`config.mk`:
```
export PLATFORM = sky130hd
export DESIGN_NAME = modbus_frame_slave_with_buttons_top_flat
export DESIGN_NICKNAME = d
export VERILOG_FILES = /design/src/design/mfs_pkg.sv /design/src/design/mfs_if.sv /design/src/design/mfs_frame.sv /design/src/design/mfs_panel.sv /design/src/design/mfs_blink.sv /design/src/design/modbus_frame_slave_with_buttons_top.sv /design/src/flat_wrapper.sv
export SDC_FILE = /design/constraint.sdc
export NUM_CORES = 1
export LEC_CHECK = 0
export ABC_AREA = 1
export BUFFER_PORTS_ARGS = -buffer_cell sky130_fd_sc_hd__buf_2
export CAP_MARGIN = 20
export CORE_AREA = 2 2 247 249
export CTS_BUF_LIST = sky130_fd_sc_hd__clkbuf_4
export DETAILED_ROUTE_END_ITERATION = 10
export DIE_AREA = 0 0 249 251
export SLEW_MARGIN = 0
export SYNTH_ARGS = -nofsm -noshare
export SYNTH_HDL_FRONTEND = slang
export SYNTH_SLANG_ARGS = --single-unit
```
`constraint.sdc`:
```
create_clock -name clk_i -period 5.5 [get_ports clk_i]
set_input_delay 1.1 -clock clk_i [delete_from_list [all_inputs] [get_ports clk_i]]
set_output_delay 1.1 -clock clk_i [all_outputs]
set_load 0.05 [all_outputs]
```
`src/design/mfs_pkg.sv`:
```
`default_nettype none
package mfs_pkg;

  localparam int FRAME_BYTES = 8;
  localparam int IDX_W       = $clog2(FRAME_BYTES);

  typedef enum logic [1:0] {
    OP_TICK    = 2'd0,
    OP_BYTE    = 2'd1,
    OP_BUTTONS = 2'd2,
    OP_IDLE    = 2'd3
  } op_e;

  typedef enum logic [1:0] {
    CFG_TIMEOUT = 2'd0,
    CFG_BLINK   = 2'd1,
    CFG_LIMIT   = 2'd2
  } cfg_idx_e;

  localparam logic [7:0] FUNC_READ  = 8'h03;
  localparam logic [7:0] FUNC_WRITE = 8'h06;
  localparam logic [7:0] ADDR_COUNT = 8'd4;
  localparam logic [7:0] ADDR_ID    = 8'd5;

  localparam int BTN_UP     = 0;
  localparam int BTN_DOWN   = 1;
  localparam int BTN_FAULT  = 2;
  localparam int NUM_FAULTS = 4;
  localparam int NUM_BTNS   = BTN_FAULT + NUM_FAULTS;

  localparam logic [15:0] TIMEOUT_RST = 16'd30;
  localparam logic [15:0] BLINK_RST   = 16'd2000;
  localparam logic [15:0] LIMIT_RST   = 16'd9999;
  localparam logic [7:0]  ID_RST      = 8'd1;

  typedef struct packed {
    op_e                 operation;
    logic [7:0]          rx_byte;
    logic [NUM_BTNS-1:0] button_levels;
  } item_t;

  typedef struct packed {
    logic [15:0] timeout;
    logic [15:0] blink;
    logic [15:0] limit;
  } cfg_t;

  // decoded frame, valid on the beat carrying the last byte
  typedef struct packed {
    logic       read_req;
    logic       wr_en;
    logic [7:0] addr;
    logic [7:0] data_hi;
    logic [7:0] data_lo;
  } frame_evt_t;

  typedef struct packed {
    logic [15:0]                 count;
    logic [NUM_FAULTS-1:0][7:0] fault;
    logic [7:0]                  id;
  } regs_t;

endpackage
`default_nettype wire

```
`src/design/mfs_if.sv`:
```
`default_nettype none
interface mfs_item_if;
  logic       valid;
  logic       ready;
  logic [1:0] operation;
  logic [7:0] rx_byte;
  logic [5:0] button_levels;

  modport source (output valid, operation, rx_byte, button_levels, input ready);
  modport sink (input valid, operation, rx_byte, button_levels, output ready);
endinterface

interface mfs_result_if;
  logic        valid;
  logic        ready;
  logic        read_request;
  logic [15:0] count_value;
  logic [7:0]  fault_one;
  logic [7:0]  fault_two;
  logic [7:0]  fault_three;
  logic [7:0]  fault_four;
  logic [7:0]  device_id;
  logic        led_level;

  modport source (output valid, read_request, count_value, fault_one, fault_two,
                  fault_three, fault_four, device_id, led_level, input ready);
  modport sink (input valid, read_request, count_value, fault_one, fault_two,
                fault_three, fault_four, device_id, led_level, output ready);
endinterface

interface mfs_cfg_if;
  logic        valid;
  logic        ready;
  logic [1:0]  index;
  logic [15:0] data;

  modport source (output valid, index, data, input ready);
  modport sink (input valid, index, data, output ready);
endinterface
`default_nettype wire

```
`src/design/mfs_frame.sv`:
```
`default_nettype none
module mfs_frame (
  input  wire logic                clk_i,
  input  wire logic                rst_ni,
  input  wire logic                step_i,
  input  wire logic [7:0]          rx_byte_i,
  input  wire logic [31:0]         tick_i,
  input  wire logic [15:0]         timeout_i,
  input  wire logic [7:0]          id_i,
  output mfs_pkg::frame_evt_t      evt_o
);

  logic [mfs_pkg::IDX_W-1:0] idx_q, idx_d, idx_eff;
  logic [31:0]               start_q, start_d;
  logic [7:0]                buf_q [mfs_pkg::FRAME_BYTES];
  logic [31:0]               gap;
  logic                      expired, last, hit;

  assign gap     = tick_i - start_q;
  assign expired = gap > {16'd0, timeout_i};
  assign idx_eff = expired ? '0 : idx_q;
  assign last    = idx_eff == mfs_pkg::IDX_W'(mfs_pkg::FRAME_BYTES - 1);

  assign idx_d   = step_i ? idx_eff + 1'b1 : idx_q;
  assign start_d = (step_i && expired) ? tick_i : start_q;

  // the final byte itself is not needed for decode
  assign hit            = step_i && last && (buf_q[0] == id_i);
  assign evt_o.read_req = hit && (buf_q[1] == mfs_pkg::FUNC_READ);
  assign evt_o.wr_en    = hit && (buf_q[1] == mfs_pkg::FUNC_WRITE);
  assign evt_o.addr     = buf_q[3];
  assign evt_o.data_hi  = buf_q[4];
  assign evt_o.data_lo  = buf_q[5];

  always_ff @(posedge clk_i or negedge rst_ni) begin
    if (!rst_ni) begin
      idx_q   <= '0;
      start_q <= '0;
    end else begin
      idx_q   <= idx_d;
      start_q <= start_d;
    end
  end

  always_ff @(posedge clk_i) begin
    if (step_i) begin
      buf_q[idx_eff] <= rx_byte_i;
    end
  end

endmodule
`default_nettype wire

```
`src/design/mfs_panel.sv`:
```
`default_nettype none
module mfs_panel (
  input  wire logic                          clk_i,
  input  wire logic                          rst_ni,
  input  wire logic                          btn_step_i,
  input  wire logic [mfs_pkg::NUM_BTNS-1:0]  levels_i,
  input  wire logic [15:0]                   limit_i,
  input  wire mfs_pkg::frame_evt_t           evt_i,
  output mfs_pkg::regs_t                     regs_o
);

  mfs_pkg::regs_t                regs_q, regs_d;
  logic [mfs_pkg::NUM_BTNS-1:0]  latch_q, latch_d, press;
  logic [15:0]                   cnt_up;

  assign press = ~levels_i & ~latch_q;

  always_comb begin
    regs_d  = regs_q;
    latch_d = latch_q;
    cnt_up  = regs_q.count;
    if (btn_step_i) begin
      latch_d = ~levels_i;
      if (press[mfs_pkg::BTN_UP] && (regs_q.count < limit_i)) begin
        cnt_up = regs_q.count + 16'd1;
      end
      regs_d.count = cnt_up;
      if (press[mfs_pkg::BTN_DOWN] && (cnt_up != 16'd0)) begin
        regs_d.count = cnt_up - 16'd1;
      end
      for (int k = 0; k < mfs_pkg::NUM_FAULTS; k++) begin
        if (press[mfs_pkg::BTN_FAULT + k]) begin
          regs_d.fault[k] = (regs_q.fault[k] == 8'd1) ? 8'd0 : 8'd1;
        end
      end
    end else if (evt_i.wr_en) begin
      if (evt_i.addr[7:2] == 6'd0) begin
        regs_d.fault[evt_i.addr[1:0]] = evt_i.data_lo;
      end else if (evt_i.addr == mfs_pkg::ADDR_COUNT) begin
        regs_d.count = {evt_i.data_hi, evt_i.data_lo};
      end else if (evt_i.addr == mfs_pkg::ADDR_ID) begin
        regs_d.id = evt_i.data_lo;
      end
    end
  end

  always_ff @(posedge clk_i or negedge rst_ni) begin
    if (!rst_ni) begin
      regs_q.count <= '0;
      regs_q.fault <= '0;
      regs_q.id    <= mfs_pkg::ID_RST;
      latch_q      <= '0;
    end else begin
      regs_q  <= regs_d;
      latch_q <= latch_d;
    end
  end

  assign regs_o = regs_q;

endmodule
`default_nettype wire

```
`src/design/mfs_blink.sv`:
```
`default_nettype none
module mfs_blink (
  input  wire logic        clk_i,
  input  wire logic        rst_ni,
  input  wire logic        step_i,
  input  wire logic        tick_i,
  input  wire logic [15:0] period_i,
  output logic [31:0]      tick_o,
  output logic             led_o
);

  logic [31:0] tick_q, tick_d, mark_q, mark_d;
  logic        led_q, led_d, due;

  assign tick_d = (step_i && tick_i) ? tick_q + 32'd1 : tick_q;
  // LED check runs after the item, so it sees the updated tick count
  assign due    = (tick_d - mark_q) >= {16'd0, period_i};
  assign mark_d = (step_i && due) ? tick_d : mark_q;
  assign led_d  = (step_i && due) ? ~led_q : led_q;

  always_ff @(posedge clk_i or negedge rst_ni) begin
    if (!rst_ni) begin
      tick_q <= '0;
      mark_q <= '0;
      led_q  <= 1'b0;
    end else begin
      tick_q <= tick_d;
      mark_q <= mark_d;
      led_q  <= led_d;
    end
  end

  assign tick_o = tick_q;
  assign led_o  = led_q;

endmodule
`default_nettype wire

```
`src/design/modbus_frame_slave_with_buttons_top.sv`:
```
// Frame slave with buttons.
// item_i (sink): one beat is a 1 ms tick, a received serial byte, or a sample
//   of six active-low button levels (up, down, four error buttons).
// result_o (source): one beat per item, carrying the read request flag for a
//   completed function 3 frame, and the counter, error, id and LED registers
//   as they stand after that item.
// cfg_i (sink): register writes, index 0 frame timeout, 1 blink period,
//   2 counter limit; always ready, other indexes are dropped.
// Flow: an accepted item is held in the input register; when it advances, the
//   register file and the result register are updated together and
//   result_o.valid rises.
// Throughput: one item per cycle unless result_o stalls; the input and result
//   registers form a two-entry pipe, so an item is taken while a result waits.
// Stall: while result_o is held, one more item is taken into the input
//   register, then item_i.ready drops until the result is taken.
// Reset: clears tick count, frame state, counter, error registers, latches
//   and LED, sets the id to 1 and the config to 30 / 2000 / 9999.
`default_nettype none
module modbus_frame_slave_with_buttons_top (
  input  wire logic   clk_i,
  input  wire logic   rst_ni,
  mfs_item_if.sink    item_i,
  mfs_result_if.source result_o,
  mfs_cfg_if.sink     cfg_i
);

  mfs_pkg::item_t     item_q;
  logic               s1_valid_q, out_valid_q, req_q;
  logic               adv, take;
  mfs_pkg::cfg_t      cfg_q;
  mfs_pkg::frame_evt_t evt;
  mfs_pkg::regs_t     regs;
  logic [31:0]        tick;
  logic               led;

  assign adv   = s1_valid_q && (!out_valid_q || result_o.ready);
  assign item_i.ready = !s1_valid_q || adv;
  assign take  = item_i.valid && item_i.ready;
  assign cfg_i.ready = 1'b1;

  always_ff @(posedge clk_i or negedge rst_ni) begin
    if (!rst_ni) begin
      s1_valid_q  <= 1'b0;
      out_valid_q <= 1'b0;
      req_q       <= 1'b0;
      cfg_q.timeout <= mfs_pkg::TIMEOUT_RST;
      cfg_q.blink   <= mfs_pkg::BLINK_RST;
      cfg_q.limit   <= mfs_pkg::LIMIT_RST;
    end else begin
      if (item_i.ready) begin
        s1_valid_q <= item_i.valid;
      end
      if (adv) begin
        out_valid_q <= 1'b1;
        req_q       <= evt.read_req;
      end else if (result_o.ready) begin
        out_valid_q <= 1'b0;
      end
      if (cfg_i.valid) begin
        case (mfs_pkg::cfg_idx_e'(cfg_i.index))
          mfs_pkg::CFG_TIMEOUT: cfg_q.timeout <= cfg_i.data;
          mfs_pkg::CFG_BLINK:   cfg_q.blink   <= cfg_i.data;
          mfs_pkg::CFG_LIMIT:   cfg_q.limit   <= cfg_i.data;
          default: ;
        endcase
      end
    end
  end

  always_ff @(posedge clk_i) begin
    if (take) begin
      item_q.operation     <= mfs_pkg::op_e'(item_i.operation);
      item_q.rx_byte       <= item_i.rx_byte;
      item_q.button_levels <= item_i.button_levels;
    end
  end

  mfs_blink u_blink (
    .clk_i    (clk_i),
    .rst_ni   (rst_ni),
    .step_i   (adv),
    .tick_i   (item_q.operation == mfs_pkg::OP_TICK),
    .period_i (cfg_q.blink),
    .tick_o   (tick),
    .led_o    (led)
  );

  mfs_frame u_frame (
    .clk_i     (clk_i),
    .rst_ni    (rst_ni),
    .step_i    (adv && (item_q.operation == mfs_pkg::OP_BYTE)),
    .rx_byte_i (item_q.rx_byte),
    .tick_i    (tick),
    .timeout_i (cfg_q.timeout),
    .id_i      (regs.id),
    .evt_o     (evt)
  );

  mfs_panel u_panel (
    .clk_i      (clk_i),
    .rst_ni     (rst_ni),
    .btn_step_i (adv && (item_q.operation == mfs_pkg::OP_BUTTONS)),
    .levels_i   (item_q.button_levels),
    .limit_i    (cfg_q.limit),
    .evt_i      (evt),
    .regs_o     (regs)
  );

  // state registers change only when a new result is loaded, so they
  // double as the result payload
  assign result_o.valid        = out_valid_q;
  assign result_o.read_request = req_q;
  assign result_o.count_value  = regs.count;
  assign result_o.fault_one    = regs.fault[0];
  assign result_o.fault_two    = regs.fault[1];
  assign result_o.fault_three  = regs.fault[2];
  assign result_o.fault_four   = regs.fault[3];
  assign result_o.device_id    = regs.id;
  assign result_o.led_level    = led;

endmodule
`default_nettype wire

```
`src/flat_wrapper.sv`:
```
// flat-port wrapper written by rule: the top's interface ports become plain ports
module modbus_frame_slave_with_buttons_top_flat 
  (clk_i, rst_ni, item_i_valid, item_i_operation, item_i_rx_byte, item_i_button_levels, item_i_ready, result_o_valid, result_o_read_request, result_o_count_value, result_o_fault_one, result_o_fault_two, result_o_fault_three, result_o_fault_four, result_o_device_id, result_o_led_level, result_o_ready, cfg_i_valid, cfg_i_index, cfg_i_data, cfg_i_ready);
  mfs_item_if item_i_i ();
  mfs_result_if result_o_i ();
  mfs_cfg_if cfg_i_i ();
  input  wire logic clk_i;
  input  wire logic rst_ni;
  input wire logic [$bits(item_i_i.valid)-1:0] item_i_valid;
  input wire logic [$bits(item_i_i.operation)-1:0] item_i_operation;
  input wire logic [$bits(item_i_i.rx_byte)-1:0] item_i_rx_byte;
  input wire logic [$bits(item_i_i.button_levels)-1:0] item_i_button_levels;
  output wire logic [$bits(item_i_i.ready)-1:0] item_i_ready;
  output wire logic [$bits(result_o_i.valid)-1:0] result_o_valid;
  output wire logic [$bits(result_o_i.read_request)-1:0] result_o_read_request;
  output wire logic [$bits(result_o_i.count_value)-1:0] result_o_count_value;
  output wire logic [$bits(result_o_i.fault_one)-1:0] result_o_fault_one;
  output wire logic [$bits(result_o_i.fault_two)-1:0] result_o_fault_two;
  output wire logic [$bits(result_o_i.fault_three)-1:0] result_o_fault_three;
  output wire logic [$bits(result_o_i.fault_four)-1:0] result_o_fault_four;
  output wire logic [$bits(result_o_i.device_id)-1:0] result_o_device_id;
  output wire logic [$bits(result_o_i.led_level)-1:0] result_o_led_level;
  input wire logic [$bits(result_o_i.ready)-1:0] result_o_ready;
  input wire logic [$bits(cfg_i_i.valid)-1:0] cfg_i_valid;
  input wire logic [$bits(cfg_i_i.index)-1:0] cfg_i_index;
  input wire logic [$bits(cfg_i_i.data)-1:0] cfg_i_data;
  output wire logic [$bits(cfg_i_i.ready)-1:0] cfg_i_ready;
  assign item_i_i.valid = item_i_valid;
  assign item_i_i.operation = item_i_operation;
  assign item_i_i.rx_byte = item_i_rx_byte;
  assign item_i_i.button_levels = item_i_button_levels;
  assign item_i_ready = item_i_i.ready;
  assign result_o_valid = result_o_i.valid;
  assign result_o_read_request = result_o_i.read_request;
  assign result_o_count_value = result_o_i.count_value;
  assign result_o_fault_one = result_o_i.fault_one;
  assign result_o_fault_two = result_o_i.fault_two;
  assign result_o_fault_three = result_o_i.fault_three;
  assign result_o_fault_four = result_o_i.fault_four;
  assign result_o_device_id = result_o_i.device_id;
  assign result_o_led_level = result_o_i.led_level;
  assign result_o_i.ready = result_o_ready;
  assign cfg_i_i.valid = cfg_i_valid;
  assign cfg_i_i.index = cfg_i_index;
  assign cfg_i_i.data = cfg_i_data;
  assign cfg_i_ready = cfg_i_i.ready;
  modbus_frame_slave_with_buttons_top u_core (.clk_i(clk_i), .rst_ni(rst_ni), .item_i(item_i_i), .result_o(result_o_i), .cfg_i(cfg_i_i));
endmodule
```
-- Yosys cells after proc, flatten, opt, wreduce, memory -nomap -nowiden
Memories as Yosys holds them, arrays and structs flattened.
Index checks and enable logic that the tools add are counted.
- register bits after elaboration: 229
- latch bits: 0
- RAM bits: 64
- ROM bits: 0
- output and inout bits: 61
- word-level logic and storage cells: 122
- memories kept: 1
- memory list (memory ; words ; bits a word ; read ports ; clocked after memory_dff ; wr ports ; line ; text):
    u_core.u_frame.buf_q ; 8 ; 8 ; 5 ; 0 ; 1 ; mfs_frame.sv:15 ; logic [7:0] buf_q [mfs_pkg::FRAME_BYTES];
- add/sub/neg operators: 6
- multiply operators: 0
- div/mod/pow operators: 0
- order comparisons: 5
- eq/ne operators: 19
- shift operators: 0
- mux-type cells: 28
- bitwise logic cells: 7
- reduce and logical (&&, ||, !) cells: 35
- operator list (cell ; number):
    $mux 16 ; 5
    $mux 32 ; 2
    $mux 8 ; 8
    $sub 32x32->32 ; 2
    $mux 56 ; 1
    $mux 48 ; 1
    $add 32x1->32 const B ; 1
    $bwmux 32 ; 1
    $eq 8x1->1 const B ; 4
    $ge 32x16->1 ; 1
    $gt 32x16->1 ; 1
    $eq 8x3->1 const B ; 3
    $add 16x1->16 const B ; 1
    $demux 8 s2 ; 1
    $lt 16x16->1 ; 1
    $reduce_bool 16->1 ; 1
    $sub 16x1->16 const B ; 1
    $reduce_and 3->1 ; 5
    $logic_and 1x1->1 ; 14
    $not 6->6 ; 2
    $eq 8x2->1 const B ; 1
    $eq 8x8->1 ; 1
    $mux 1 ; 8
    $ne 2x1->1 const B ; 4
    other kinds (17) ; 30

-- Depth between registers and ports, before layout
Gate-level depths: netlist (run 1).
- depth in word-level cells: 9
- gate-level depth with buffers: 37
- depth with buffers taken out: 36

-- By module
From an unflattened synthesis (run 1), not the netlist that was laid out.
- cells, all modules: 2700
- area, all modules: 18858.1 um2
- by module, submodules not included (module ; instances ; cells each ; area an instance (um2) ; seq. area each (um2)):
    mfs_frame ; 1 ; 862 ; 5856.9 ; 2077.0
    mfs_blink ; 1 ; 932 ; 5843.1 ; 1626.6
    mfs_panel ; 1 ; 653 ; 4451.8 ; 1552.7
    modbus_frame_slave_with_buttons_top ; 1 ; 253 ; 2706.3 ; 1779.2

-- Least setup slack after synthesis (run 1)
Ideal clock, no wire load.
- kind: input to register
- start: input result_o_ready
- end: register u_core.u_blink.led_q (netlist: u_core.u_blink.led_o)
- setup time: 119 ps
- arrival time: 4764 ps
- data required time: 5381 ps
- setup slack: 616 ps
- cell stages on the path: 30
- path buffers: 1
- cell sequence: inv_2 > nand2_2 > nand2_4 > inv_4 > nand3_4 > nor2_1 > nand3_1 > nor2_1 > nand2_1 > nor2_1 > nand3_1 > xor2_1 > ha_1 > a21oi_1 > o21ai_0 > a21oi_1 > o21ai_2 > xor2_1 > ha_1 > nand2_1 > nor2_1 > a211oi_1 > nand3_1 > nor2_1 > nand4_1 > nor2_1 > nand3_2 > buf_2 > nand3_1 > nand2_1
- cells in the longest elaborated chain, start to end: 7
- ends and longest elaborated chain (what ; line ; text):
    start, declared ; flat_wrapper.sv:23 ; input wire logic [$bits(result_o_i.ready)-1:0] result_o_ready;
    $logic_or 1x1->1 ; modbus_frame_slave_with_buttons_top.sv:36 ; assign adv = s1_valid_q && (!out_valid_q || result_o.ready);
    $logic_and 1x1->1 ; modbus_frame_slave_with_buttons_top.sv:36 ;
    $logic_and 1x1->1 ; mfs_blink.sv:15 ; assign tick_d = (step_i && tick_i) ? tick_q + 32'd1 : tick_q;
    $mux 32 ; mfs_blink.sv:15 ;
    named net u_core.u_blink.tick_d[13] ; mfs_blink.sv:12 ; logic [31:0] tick_q, tick_d, mark_q, mark_d;
    $sub 32x32->32 ; mfs_blink.sv:17 ; assign due = (tick_d - mark_q) >= {16'd0, period_i};
    $ge 32x16->1 ; mfs_blink.sv:17 ;
    $logic_and 1x1->1 ; mfs_blink.sv:19 ; assign led_d = (step_i && due) ? ~led_q : led_q;
    end signal, assigned ; mfs_blink.sv:29 ; led_q <= led_d;
    end, declared ; mfs_blink.sv:13 ; logic led_q, led_d, due;
The timed path passes the listed nets, and every way through them passes these cells.
A chain may end at the register's enable or synchronous reset.

-- Worst setup path after layout (run 1)
- start: register u_core.u_frame.start_q[0]
- end: register u_core.u_panel.regs_q (netlist bit u_core.u_panel.regs_o[34])
- cells in the longest elaborated chain, start to end: 9
- ends and longest elaborated chain (what ; line ; text):
    start, declared ; mfs_frame.sv:14 ; logic [31:0] start_q, start_d;
    start signal, assigned ; mfs_frame.sv:41 ; start_q <= start_d;
    $sub 32x32->32 ; mfs_frame.sv:19 ; assign gap = tick_i - start_q;
    $gt 32x16->1 ; mfs_frame.sv:20 ; assign expired = gap > {16'd0, timeout_i};
    $mux 3 ; mfs_frame.sv:21 ; assign idx_eff = expired ? '0 : idx_q;
    $eq 3x3->1 ; mfs_frame.sv:22 ; assign last = idx_eff == mfs_pkg::IDX_W'(mfs_pkg::FRAME_BYTES - 1);
    $logic_and 1x1->1 (2 in series) ; mfs_frame.sv:28 ; assign hit = step_i && last && (buf_q[0] == id_i);
    $logic_and 1x1->1 ; mfs_frame.sv:30 ; assign evt_o.wr_en = hit && (buf_q[1] == mfs_pkg::FUNC_WRITE);
    $reduce_bool 2->1 (no source line) ; n/a ;
    $reduce_and 3->1 (no source line) ; n/a ;
    end signal, assigned ; mfs_panel.sv:54 ; regs_q <= regs_d;
    end, declared ; mfs_panel.sv:12 ; mfs_pkg::regs_t regs_q, regs_d;
No other way between the ends.

==> results of run 1 <==
## worst max-delay path by stage
stage / start / endpoint
floorplan: result_o_ready / u_core.u_blink.led_o
global placement: u_core.u_blink.tick_o[0] / u_core.u_panel.regs_o[38]
detailed placement: u_core.u_blink.tick_o[0] / u_core.u_panel.regs_o[14]
CTS: u_core.u_blink.tick_o[0] / u_core.u_panel.regs_o[30]
global route: u_core.u_frame.start_q[0] / u_core.u_panel.regs_o[36]
finish: u_core.u_frame.start_q[0] / u_core.u_panel.regs_o[34]
## critical path: cells and delay by family (launching register included)
kind	cells	cell delay, ns
buf+inv	5	0.45
fa+ha+maj	5	1.23
simple gates	14	1.80
xor+xnor	1	0.18
flops	1	0.39
compound gates	6	0.97
## layer usage
metal	GRT usage	part of all wire
met5	0	0
met4	0.0426	0.016
met3	0.0265	0.055
met2	0.251	0.46
met1	0.216	0.47
## metrics by stage
step / utilization / TNS [ns]
floorplan: - / 0
global placement: 0.325 / -0.602
detailed placement: 0.325 / -2.50
CTS: 0.341 / 0
global route: 0.347 / -0.244
finish: 0.347 / 0
## Yosys cell counts (21+ instances only)
master	number	area, sq um
nor3_1	37	185
nand3_1	143	716
o21ai_2	21	184
xor2_1	75	657
xnor2_1	22	193
nand4_1	36	225
inv_1	333	1250
edfxtp_1	56	1680
a21oi_1	101	505
o21ai_0	111	556
dfrtp_1	194	4850
nor2_1	182	683
nand2_1	601	2260
o21ai_1	23	115
ha_1	115	1440
## logic make-up after synthesis
family / count (synthesis) / synth area share
muxes: 1 / 0.000633
xor gates and xnor gates: 98 / 0.0487
adders and majority gates: 117 / 0.0832
buffers and inverters: 397 / 0.0908
other: 1 / 0.000211
DFF: 269 / 0.396
and+or+nand+nor: 1083 / 0.270
AOI/OAI and AO/OA: 334 / 0.111
## power by group through the flow
stage          registers, mW  logic (mW)  clock network [mW]
5_1_grt                 2.67        5.29                2.06
4_1_cts                 2.63        4.51                1.94
2_1_floorplan           2.83        3.16                   0
6_report                2.63        4.65                1.88
3_3_place_gp            2.67        4.44                   0
3_5_place_dp            2.67        4.48                   0
## state kept, by name (all words and copies together), names as in the netlist
| signal | cells |
|---|---|
| u_core.u_frame.start_q | 32 |
| u_core.u_panel.latch_q | 6 |
| u_core.u_panel.regs_o | 56 |
| u_core.u_frame.idx_q | 3 |
| u_core.result_o.valid | 1 |
| u_core.s1_valid_q | 1 |
| u_core.u_frame.buf_q | 40 |
| u_core.item_q | 16 |
| u_core.cfg_q | 48 |
| u_core.u_blink.tick_o | 32 |
| u_core.result_o.read_request | 1 |
| u_core.u_blink.mark_q | 32 |
| u_core.u_blink.led_o | 1 |
## repair_timing
item	CTS	global route
gates resized for setup	4	37
setup buffers	1	15
setup endpoints to repair	16	56
pin swaps	2	16
hold buffers	0	0
cloned	0	0
## area by class of cell
class                           count  area [sq um]
Clock buffer                      123           923
Antenna cell                        4          10.0
Tap cell                          782           978
Inverter                          354          1330
Fill cell                        6313         39000
Sequential cell                   269          7040
Multi-Input combinational cell   1634          9340
Timing Repair Buffer              171          1070
Clock inverter                     13          56.3
==> flow_summary.yaml, run 1 <==
synthesis:
  synth_seq_cells: 269
  syn-cell-area_sq_um: 17800
  ys_warn_count: 0
  synth_edf_count: 56
  synthArstFlopShare: 0.792
  synth_ff_type: "dfrtp_1"
  synthCells: 2300
  syn_area_per_cell_sq_um: 7.73
  yosysSeqAreaShare: 0.396
  syn-num-nets: 2456
  ys_types: 63
route:
  first_iter_violations: 1183
  vias: 15595
  ant_nets: 0
  vias_per_cell: 4.66
  wire_per_inst_microns: 14.6
  drc: 0
  first_pass_iters: 8
  routed_wl_microns: 49100
cells_and_area:
  final_cells: 3350
  syn_to_final_growth_pct: 16.7
  fin_nets: 2662
  final_area_sq_um: 20700
  most-common-layout-cells: "nand2_1, inv_1, dfrtp_1"
  layout-drive-gt1-share: 0.185
  mostFrequentLayoutCell: "nand2_1"
timing:
  finalCritPeriodShare: 0.941
  drv_slew: 0
  whs_ns: 0.372
  maxSlewHeadroom: 0.264
  worst_slack_ns: 0.324
  hold_viol: 0
  post-route-min-period_ns: 5.18
  worst_pin_slew_ns: 1.09
  setup_viol: 0
  fmax_mhz: 193
  finClkSkew_ns: 0.0445
floorplanning:
  die_w_microns: 249
  initial_core_util: 0.297
  io_pins: 100
  core_area_sq_um: 59800
  die_area_sq_um: 62500
  die_h_microns: 251
  rows: 90
place:
  place_area_sq_um: 19400
  hpwl_microns: 37800
  post-place-ws_ns: -0.0835
  placed_cells: 3193
  place_congestion: 0.901
  io_buffers: 98
critical_path:
  r2r_slack_ns: 0.32
  cp-end-kind: "register"
  cpPeakStageDelay_ns: 0.39
  crit_path_start_kind: "register"
  cp_common_cell: "inv_1"
  slowest_stage: "dfrtp_1"
  r2r-start: "u_core.u_frame.start_q[0]"
  crit_fanout: 10
  crit_type: "register to register"
  required_ns: 6.12
  rr_endpoint: "u_core.u_panel.regs_o[34]"
  ff2ff_path_depth: 31
  arrival_ns: 5.79
power_and_ir_drop:
  internal_power_mw: 5.05
  switching_share: 0.449
  power_per_cell_area_nw_per_um2: 442
  total_power_mw: 9.16
  p_leak_nw: 10.3
  power.clock.fraction: 0.205
  power.share.sequential: 0.287
  p_sw_mw: 4.12
  pwr-share-comb: 0.507
  peakVddDrop_mv: 0.187
outcome:
  outcome: "finished, final reports clean"
clock_network:
  cts_made_buffers: 76
  htree_levels: 3
  cts_sinks: 269
  cts_buffer_depth: 3
  tritoncts: "yes"
  clockRootBuffer: "clkbuf_4"
  path_clk_slew_ns: 0.07
  worstSkewPairLatency_ns: 0.76
min_path:
  min_path_type: "input pin to asynchronous set/reset pin"
grt:
  track_usage: 0.156
  antenna_found_initial: 2
  grt_max_degree: 95
  grt_overflow: 0
  grt_pass1_wl_microns: 79200
  grt_pass1_vias: 14750
job:
  maxCapViolations: 0
No activity file was read; power rests on OpenSTA's default activity.
==> run 2: changes to the inputs <==
CORE_AREA = 2 2 270 272   (was 2 2 247 249)
DIE_AREA = 0 0 272 274   (was 0 0 249 251)
==> run 2 against run 1 <==
Effect of this change:
- sequential share of layout area is 0.60 points lower
- clock-buffer cell count is 8 lower
- non-clock buffer count is 1 higher
- via count is 0.65% higher
- register-to-register slack worse by 0.04 ns
- sequential power hardly changed
- global-route usage is 2.2 points lower
- largest cell class unchanged
- largest power group unchanged
==> flow_summary.yaml, run 2 (synthesized netlist as in run 1, its figures left out) <==
grt:
  grt_pass1_vias: 15139
  grt_overflow: 0
  antenna_found_initial: 2
  track_usage: 0.134
  grt_pass1_wl_microns: 80800
  grt_max_degree: 82
timing:
  setup_viol: 0
  fmax_mhz: 192
  hold_viol: 0
  post-route-min-period_ns: 5.21
  finClkSkew_ns: 0.0456
  whs_ns: 0.344
  worst_slack_ns: 0.287
  finalCritPeriodShare: 0.948
  worst_pin_slew_ns: 0.988
  drv_slew: 0
  maxSlewHeadroom: 0.335
critical_path:
  crit_type: "register to register"
  cpPeakStageDelay_ns: 0.41
  cp-end-kind: "register"
  slowest_stage: "fa_2"
  required_ns: 6.10
  ff2ff_path_depth: 33
  cp_common_cell: "inv_1"
  crit_fanout: 6
  crit_path_start_kind: "register"
  arrival_ns: 5.82
clock_network:
  worstSkewPairLatency_ns: 0.73
  cts_made_buffers: 75
  clockRootBuffer: "clkbuf_4"
  tritoncts: "yes"
  path_clk_slew_ns: 0.07
  cts_buffer_depth: 3
  cts_sinks: 269
  htree_levels: 3
cells_and_area:
  fin_nets: 2663
  final_cells: 3523
  mostFrequentLayoutCell: "nand2_1"
  most-common-layout-cells: "nand2_1, inv_1, dfrtp_1"
  layout-drive-gt1-share: 0.190
  largest_reg_flops: 56
  syn_to_final_growth_pct: 18.7
  num-fill-cells: 7754
place:
  io_buffers: 98
  hpwl_microns: 38500
  place_congestion: 0.899
  placed_cells: 3369
  post-place-ws_ns: -0.0426
route:
  vias_per_cell: 4.46
  vias: 15697
  wire_per_inst_microns: 14.2
  first_iter_violations: 1167
  drc: 0
  first_pass_iters: 8
  routed_wl_microns: 49900
  ant_nets: 0
floorplanning:
  die_area_sq_um: 74500
  die_h_microns: 274
  rows: 99
  die_w_microns: 272
  core_area_sq_um: 72000
  io_pins: 100
  initial_core_util: 0.247
power_and_ir_drop:
  power_per_cell_area_nw_per_um2: 440
  peakVddDrop_mv: 0.190
  p_leak_nw: 10.4
  total_power_mw: 9.29
min_path:
  min_path_type: "input pin to asynchronous set/reset pin"
job:
  maxCapViolations: 0
outcome:
  outcome: "finished, final reports clean"
[run 2: changes by cell type in the layout (fill, tap and decap cells not counted), sizes merged]
cell	change
bufinv	+2
inv	-3
clkinvlp	+1
clkinv	+5
buf	+1
clkbuf	-8
diode	-2
[run 2: cell type report]
class	instances	area (sq um)	area share
Sequential cell	269	7040	0.333
Tap cell	959	1200	0.0568
Inverter	354	1340	0.0633
Multi-Input combinational cell	1634	9440	0.447
Timing Repair inverter	1	7.51	0.000355
Clock inverter	17	125	0.00592
Timing Repair Buffer	172	1100	0.0521
Clock buffer	115	863	0.0409
Antenna cell	2	5.00	0.000237
[run 2: what timing repair did]
item                       in CTS  in global routing
buffers inserted                0                 19
setup endpoints to repair       0                 56
resized for setup               0                 74
hold buffers                    0                  0
[run 2: power by group]
part | switching [mW] | total, mW | leakage (nW) | internal, mW
registers | 0.304 | 2.65 | 3.08 | 2.34
logic | 3.03 | 4.74 | 6.68 | 1.72
clock network | 0.851 | 1.89 | 0.592 | 1.04
total | 4.18 | 9.29 | 10.4 | 5.11
[run 2: worst max-delay path, delay by kind of cell, from the launching register on]
kind            cells  cell delay (ns)
compound gates      6             0.87
simple gates       14             1.80
flops               1             0.38
xor+xnor            1             0.22
fa+ha+maj           5             1.20
buf+inv             7             0.63
[run 2: worst paths after layout]
path	slack (ns)	from	end
min in group clk_i	0.47	u_core.u_blink.mark_q[21]	u_core.u_blink.mark_q[21]
max in group asynchronous	3.97	rst_ni	u_core.u_frame.start_q[20]
max reg2reg	0.29	u_core.u_blink.tick_o[0]	u_core.u_panel.regs_o[11]
min	0.34	rst_ni	u_core.result_o.valid
min reg2reg	0.47	u_core.u_blink.mark_q[21]	u_core.u_blink.mark_q[21]
max	0.29	u_core.u_blink.tick_o[0]	u_core.u_panel.regs_o[11]
[run 2: per-layer routing]
metal | vias to the layer above | GRT usage | wire length, microns
met3 | 47 | 0.0185 | 2540
met5 | - | 0 | 0
met4 | 0 | 0.0374 | 731
li1 | 7929 | - | -
met2 | 350 | 0.216 | 22900
met1 | 7371 | 0.187 | 23800
[run 2: metrics by stage]
step,cell area [sq um],TNS (ns),util
after floorplan,17800,0,-
after global routing,21100,-0.612,0.293
final,21100,0,0.293
after CTS,20600,0,0.287
after global placement,19600,0,0.273
after detailed placement,19600,-1.02,0.273
